===== src/sv/surjection_count_mod_prime_assert.svh =====
// ---------------------------------------------------------------------------
// Assertion macros for the surjection counter
// Immediate-style wrappers around concurrent properties on clk / rst_n.
// ---------------------------------------------------------------------------
`ifndef SURJECTION_COUNT_MOD_PRIME_ASSERT_SVH
`define SURJECTION_COUNT_MOD_PRIME_ASSERT_SVH

// antecedent implies consequent in the same cycle
`define SCMP_ASSERT_SAME(lbl, ante, cons, msg) \
  lbl: assert property (@(posedge clk) disable iff (!rst_n) (ante) |-> (cons)) \
    else $error(msg);

// antecedent implies consequent in the next cycle
`define SCMP_ASSERT_NEXT(lbl, ante, cons, msg) \
  lbl: assert property (@(posedge clk) disable iff (!rst_n) (ante) |=> (cons)) \
    else $error(msg);

`endif


===== src/sv/scmp_pkg.sv =====
// ---------------------------------------------------------------------------
// scmp_pkg
// Shared constants and types for the surjection counter.
// ---------------------------------------------------------------------------
`timescale 1ns / 1ps
`default_nettype none

package scmp_pkg;

  localparam logic [29:0] PRIME_MOD  = 30'd1000000007;
  // floor(2^60 / PRIME_MOD), Barrett reciprocal
  localparam logic [30:0] BARRETT_MU = 31'd1152921496;

  typedef struct packed {
    logic valid;
    logic last;
  } mm_tag_t;

endpackage

`default_nettype wire


===== src/sv/scmp_mulmod.sv =====
// ---------------------------------------------------------------------------
// scmp_mulmod
// Five-stage pipelined a*b mod prime, Barrett reduction, tag rides along.
// ---------------------------------------------------------------------------
`timescale 1ns / 1ps
`default_nettype none

module scmp_mulmod
  import scmp_pkg::*;
(
  input  wire logic        clk,
  input  wire logic        rst_n,
  input  wire logic [29:0] a_i,
  input  wire logic [29:0] b_i,
  input  wire mm_tag_t     tag_i,
  output logic      [29:0] r_o,
  output mm_tag_t          tag_o
);

  logic [59:0] prod_r;
  logic [61:0] q1_r;
  logic [31:0] x1_r, x2_r, qp_r, r1_r;
  logic [29:0] r2_r;
  mm_tag_t     t1_r, t2_r, t3_r, t4_r, t5_r;

  logic [59:0] prod_nxt;
  logic [61:0] q1_nxt;
  logic [31:0] qp_nxt, diff, r1_nxt;
  logic [29:0] r2_nxt;

  assign prod_nxt = {30'd0, a_i} * {30'd0, b_i};
  assign q1_nxt   = {31'd0, prod_r[59:29]} * {31'd0, BARRETT_MU};
  // only the low word matters: remainder stays below 3p < 2^32
  assign qp_nxt   = {1'b0, q1_r[61:31]} * {2'b00, PRIME_MOD};
  assign diff     = x2_r - qp_r;
  assign r1_nxt   = (diff >= {2'b00, PRIME_MOD}) ? diff - {2'b00, PRIME_MOD} : diff;
  assign r2_nxt   = (r1_r >= {2'b00, PRIME_MOD}) ? 30'(r1_r - {2'b00, PRIME_MOD})
                                                 : r1_r[29:0];

  always_ff @(posedge clk) begin
    prod_r <= prod_nxt;
    q1_r   <= q1_nxt;
    x1_r   <= prod_r[31:0];
    qp_r   <= qp_nxt;
    x2_r   <= x1_r;
    r1_r   <= r1_nxt;
    r2_r   <= r2_nxt;
    if (!rst_n) begin
      t1_r <= '0;
      t2_r <= '0;
      t3_r <= '0;
      t4_r <= '0;
      t5_r <= '0;
    end else begin
      t1_r <= tag_i;
      t2_r <= t1_r;
      t3_r <= t2_r;
      t4_r <= t3_r;
      t5_r <= t4_r;
    end
  end

  assign r_o   = r2_r;
  assign tag_o = t5_r;

endmodule

`default_nettype wire


===== config.mk =====
export PLATFORM = sky130hd
export DESIGN_NAME = scmp_mulmod
export DESIGN_NICKNAME = d
export VERILOG_FILES = /design/src/sv/surjection_count_mod_prime_assert.svh /design/src/sv/scmp_pkg.sv /design/src/sv/scmp_mulmod.sv
export SDC_FILE = /design/constraint.sdc
export NUM_CORES = 2
export LEC_CHECK = 0
export BUFFER_PORTS_ARGS = -buffer_cell sky130_fd_sc_hd__buf_2
export CORE_MARGIN = 2
export CORE_UTILIZATION = 35
export DETAILED_ROUTE_END_ITERATION = 8
export GPL_TIMING_DRIVEN = 0
export SYNTH_ARGS = -nofsm -noshare
export SYNTH_HDL_FRONTEND = slang
export SYNTH_SLANG_ARGS = --single-unit

===== constraint.sdc =====
create_clock -name clk -period 8.9 [get_ports clk]
set_clock_uncertainty 0.1 [all_clocks]
set_input_delay 0.445 -clock clk [delete_from_list [all_inputs] [get_ports clk]]
set_output_delay 0.445 -clock clk [all_outputs]
set_load 0.01 [all_outputs]

== Word-level counts from Yosys, hierarchy flattened ==
Index checks and enable logic that the tools add are counted.

* Shift operators: 0
* Add/subtract/negate cells: 3
* Reduce and logical (&&, ||, !) cells: 0
* Bitwise operators: 0
* Order comparisons: 2
* $mul: 3
* Multiplexer cells: 2
* Eq/ne operators: 0
* Div/mod/pow operators: 0

{| class="wikitable"
|+ Operators with widths
! kind !! number
|-
| >= comparator 32 x 30 -> 1 bit (second input constant) || 2
|-
| multiplier 30 x 30 -> 60 bit || 1
|-
| multiplier 31 x 28 -> 59 bit (second input constant) || 1
|-
| multiplier 31 x 30 -> 32 bit (second input constant) || 1
|-
| 2-to-1 mux 32 bit || 1
|-
| subtractor 32 x 30 -> 32 bit (second input constant) || 1
|-
| subtractor 32 bit || 1
|-
| 2-to-1 mux 30 bit || 1
|-
| subtractor 30 bit (second input constant) || 1
|}

* Bits in latches: 0
* Memory bits (writable): 0
* Register bits after elaboration: 287
* Memory bits (read-only): 0
* Memories: 0

== Depth between registers and ports, before layout ==
* Word-level depth: 3
* Depth in mapped cells: 31
* Gate-level depth less buffers: 30

== Worst setup path before layout ==
No wires, ideal clock.

* Kind: input -> register
* From: input port b_i[3]
* To: register prod_r[58]
* Arrival time: 7.330 ns
* Buffers on the path: 1
* Setup slack: 1.352 ns
* Stages: 25
* Library setup time: 0.118 ns
* Cells stage by stage: clkbuf_1 > and2_1 > fa_1 > fa_1 > fa_1 > inv_1 > fa_1 > inv_1 > fa_1 > inv_1 > fa_1 > inv_1 > fa_1 > inv_1 > fa_1 > inv_1 > ha_1 > nand4_1 > o31ai_1 > a221oi_1 > o311a_1 > nor3_1 > a31oi_1 > o21a_1 > xnor2_1

* Cells in the longest elaborated chain, start to end: 1

{| class="wikitable"
|+ RTL lines
! what !! RTL line !! RTL
|-
| start, declared || scmp_mulmod.sv:14 || <nowiki>input wire logic [29:0] b_i,</nowiki>
|-
| multiplier 30 x 30 -> 60 bit || scmp_mulmod.sv:31 || <nowiki>assign prod_nxt = {30'd0, a_i} * {30'd0, b_i};</nowiki>
|-
| via prod_nxt[58] || scmp_mulmod.sv:26 || <nowiki>logic [59:0] prod_nxt;</nowiki>
|-
| end signal, assigned || scmp_mulmod.sv:41 || <nowiki>prod_r <= prod_nxt;</nowiki>
|-
| end, declared || scmp_mulmod.sv:20 || <nowiki>logic [59:0] prod_r;</nowiki>
|}

The timed path passes the listed nets, and every way through them passes these cells.
A chain may end at the register's enable or synchronous reset.

== Worst setup path in the final report ==
* From: input port a_i[13]
* To: register prod_r[59]

* Cells in the longest elaborated chain, start to end: 1

{| class="wikitable"
|+ RTL lines
! what !! RTL line !! RTL
|-
| start, declared || scmp_mulmod.sv:13 || <nowiki>input wire logic [29:0] a_i,</nowiki>
|-
| multiplier 30 x 30 -> 60 bit || scmp_mulmod.sv:31 ||
|-
| via prod_nxt[59] || scmp_mulmod.sv:26 ||
|}

The timed path passes the listed nets, and every way through them passes these cells.

==> reports/metrics.yaml <==
grtUsageTotal_pct: 20.5
maxClockFrequency_mhz: 117
whs_path_depth: 2
initial_utilization_pct: 35.2
slowest_stage: "clkbuf_1"
syn-num-nets: 8076
fin_cells: 8286
coreArea_um2: 165000
cts_max_level: 1
antenna_found_initial: 10
criticalPathCategory: "in2reg"
min-delay-path-class: "in2reg"
post-dp-hpwl_um: 142000
synth_area_leader_cell: "fa_1"
netlist-cell-type-count: 82
num_rows: 149
finalSetupViolations: 0
dp_cells: 8217
cts_buffer_depth: 3
wl_per_cell_um: 20.4
drt_first_pass_iters: 5
tightest_slew_ps: 1230
postRouteAntennaNets: 0
chipWidth_um: 411
drt_iter0_markers: 2953
cp_max_fo: 10
fin_crit_sh_pct: 96.2
rsz0062_at_grt: "no"
maxCapViolCount: 0
synthArstFlopShare_pct: 0
yosysSeqAreaShare_pct: 8.94
fin_nets: 8143
drc: 0
gp_congestion: 0.970
grt_pass1_vias: 43600
synth_area_leaders: "fa_1 (42%), ha_1 (17%), inv_1 (9.8%), dfxtp_1 (8.9%), and2_1 (6.0%)"
synth-xor-area-share_pct: 3.20
io_pins: 96
final_util_pct: 37.6
crit_arrival_ps: 8960
critical_path.top_delay_family: "adder cells"
yosys_warnings: 0
clock_tree.root_cell: "clkbuf_16"
clkTransAtPathRegs_ps: 60
synthMuxAreaShare_pct: 0.0453
crit_path_start_kind: "input port"
yosys.area_share.simple_pct: 11.5
grt_pass1_wl_um: 262000
via_per_inst: 4.88
port_buffers: 35
synth_common_cells: "inv_1 (1508), fa_1 (1224), ha_1 (795), and2_1 (555), nand2_1 (456)"
synthAdderAreaFrac_pct: 59.4
final_hold_viol_count: 0
netlist_area_um2: 58000
r2r_slack_ps: 470
synth_top_family_by_area: "adder cells"
synth_cells: 5993
synth_most_common_cell: "inv_1"
synthToLayoutAreaGrowth_pct: 6.79
worstPathRequired_ps: 9290
clock_latency_ps: 570
cp-end-kind: "flop"
crit_top_cell: "fa_1"
drive_above_1_share_pct: 2.27
cts_buffers: 28
die_h_um: 411
avgSynthCellArea_um2: 9.68
synth-edff-count: 0
dr_total_vias: 40500
tritoncts: "yes"
min_period_ps: 8570
num-fill-cells: 16700
r2r_cells: 21
die_area_um2: 169000
ys_ff_latch: 259
grt_max_degree: 16
drv_slew: 0
synth_top_area_share_pct: 42.2
worstPathBufferInverterCount: 5
max_slew_margin_pct: 17.7
cpPeakStageDelay_ps: 770
crit_cells: 27
overflow: 0
routed_wirelength_um: 169000
synth-main-ff-cell: "dfxtp_1"
synth_compound_area_share_pct: 5.74
status: "finished clean"
cts.sinks: 259
cell usage in the layout (no fill, tap or decap), drive strengths merged, types with 9 or more instances in the layout:
master  Yosys  layout
a211oi      9       9
a21boi      9       9
a21o       89      89
a21oi     125     125
a31oi      20      20
and2      555     555
and3       20      20
buf        15      50
clkbuf    193     226
clkinv      0       9
dfxtp     259     259
diode       0      16
fa       1224    1224
ha        795     795
inv      1508    1509
nand2     456     456
nand2b     21      21
nand3      34      34
nand4      15      15
nor2       87      87
nor2b      31      31
nor3       34      34
o211ai     15      15
o21a       35      35
o21ai      95      95
o21bai     10      10
o31ai      13      13
xnor2     144     144
xor2       68      68
sequential cells by signal, indices dropped and copies added (netlist names):
register and cells:
prod_r 60, qp_r 32, r1_r 32, x1_r 32
x2_r 32, q1_r 31, r_o 30, t1_r 2
t2_r 2, t3_r 2, t4_r 2, tag_o 2
per-layer routing:
metal / up-vias / track usage [%] / wire length [µm]
met1: 20500 / 27.5 / 71200
met3: 301 / 4.67 / 15700
met5: - / 0 / 63
li1: 18200 / - / -
met2: 1521 / 32.6 / 75900
met4: 10 / 6.45 / 6370
stage by stage:
step / instance area [µm²] / hold WS, ps / setup TNS (ps) / setup WS (ps)
2_1_floorplan: 58000 / 210 / 0 / 1350
3_3_place_gp: 60900 / 210 / -4010 / -524
3_5_place_dp: 60900 / 212 / -6000 / -693
4_1_cts: 61900 / 42.2 / 0 / 53.8
5_1_grt: 61900 / 94.4 / 0 / 89.7
6_report: 61900 / 67.1 / 0 / 335
final timing paths:
check             startpoint         end
setup / recovery     a_i[13]  prod_r[59]
hold / removal         rst_n     t3_r[1]
setup reg to reg  prod_r[47]    q1_r[61]
hold reg to reg   prod_r[25]    x1_r[25]
layout make-up:
type                            instances  area (µm²)  area share [%]
Antenna cell                           16        40.0          0.0646
Buffer                                208         825            1.33
Clock buffer                           35         757            1.22
Clock inverter                         16         176           0.285
Inverter                             1508        5660            9.14
Multi-Input combinational cell       4018       46400            74.9
Sequential cell                       259        5180            8.37
Tap cell                             2189        2740            4.42
Timing Repair Buffer                   37         195           0.315
cell families (layout without fill, tap and decap cells):
| family | Yosys count | in the layout |
|---|---|---|
| xor+xnor | 212 | 212 |
| flops | 259 | 259 |
| mux | 2 | 2 |
| fa+ha+maj | 2019 | 2019 |
| compound gates | 492 | 492 |
| simple gates | 1293 | 1293 |
| other cells | 0 | 16 |
| buf+inv | 1716 | 1804 |
repair_timing:
item,4_1_cts,5_1_grt
hold buffers,2,0
endpoints found under the hold margin,2,0
gates resized for setup,3,7
endpoints found under the setup margin,1,11
buffers inserted,0,0
Power is not shown: default switching activity piles up to over one toggle a cycle in this logic, so the estimate is an artifact.
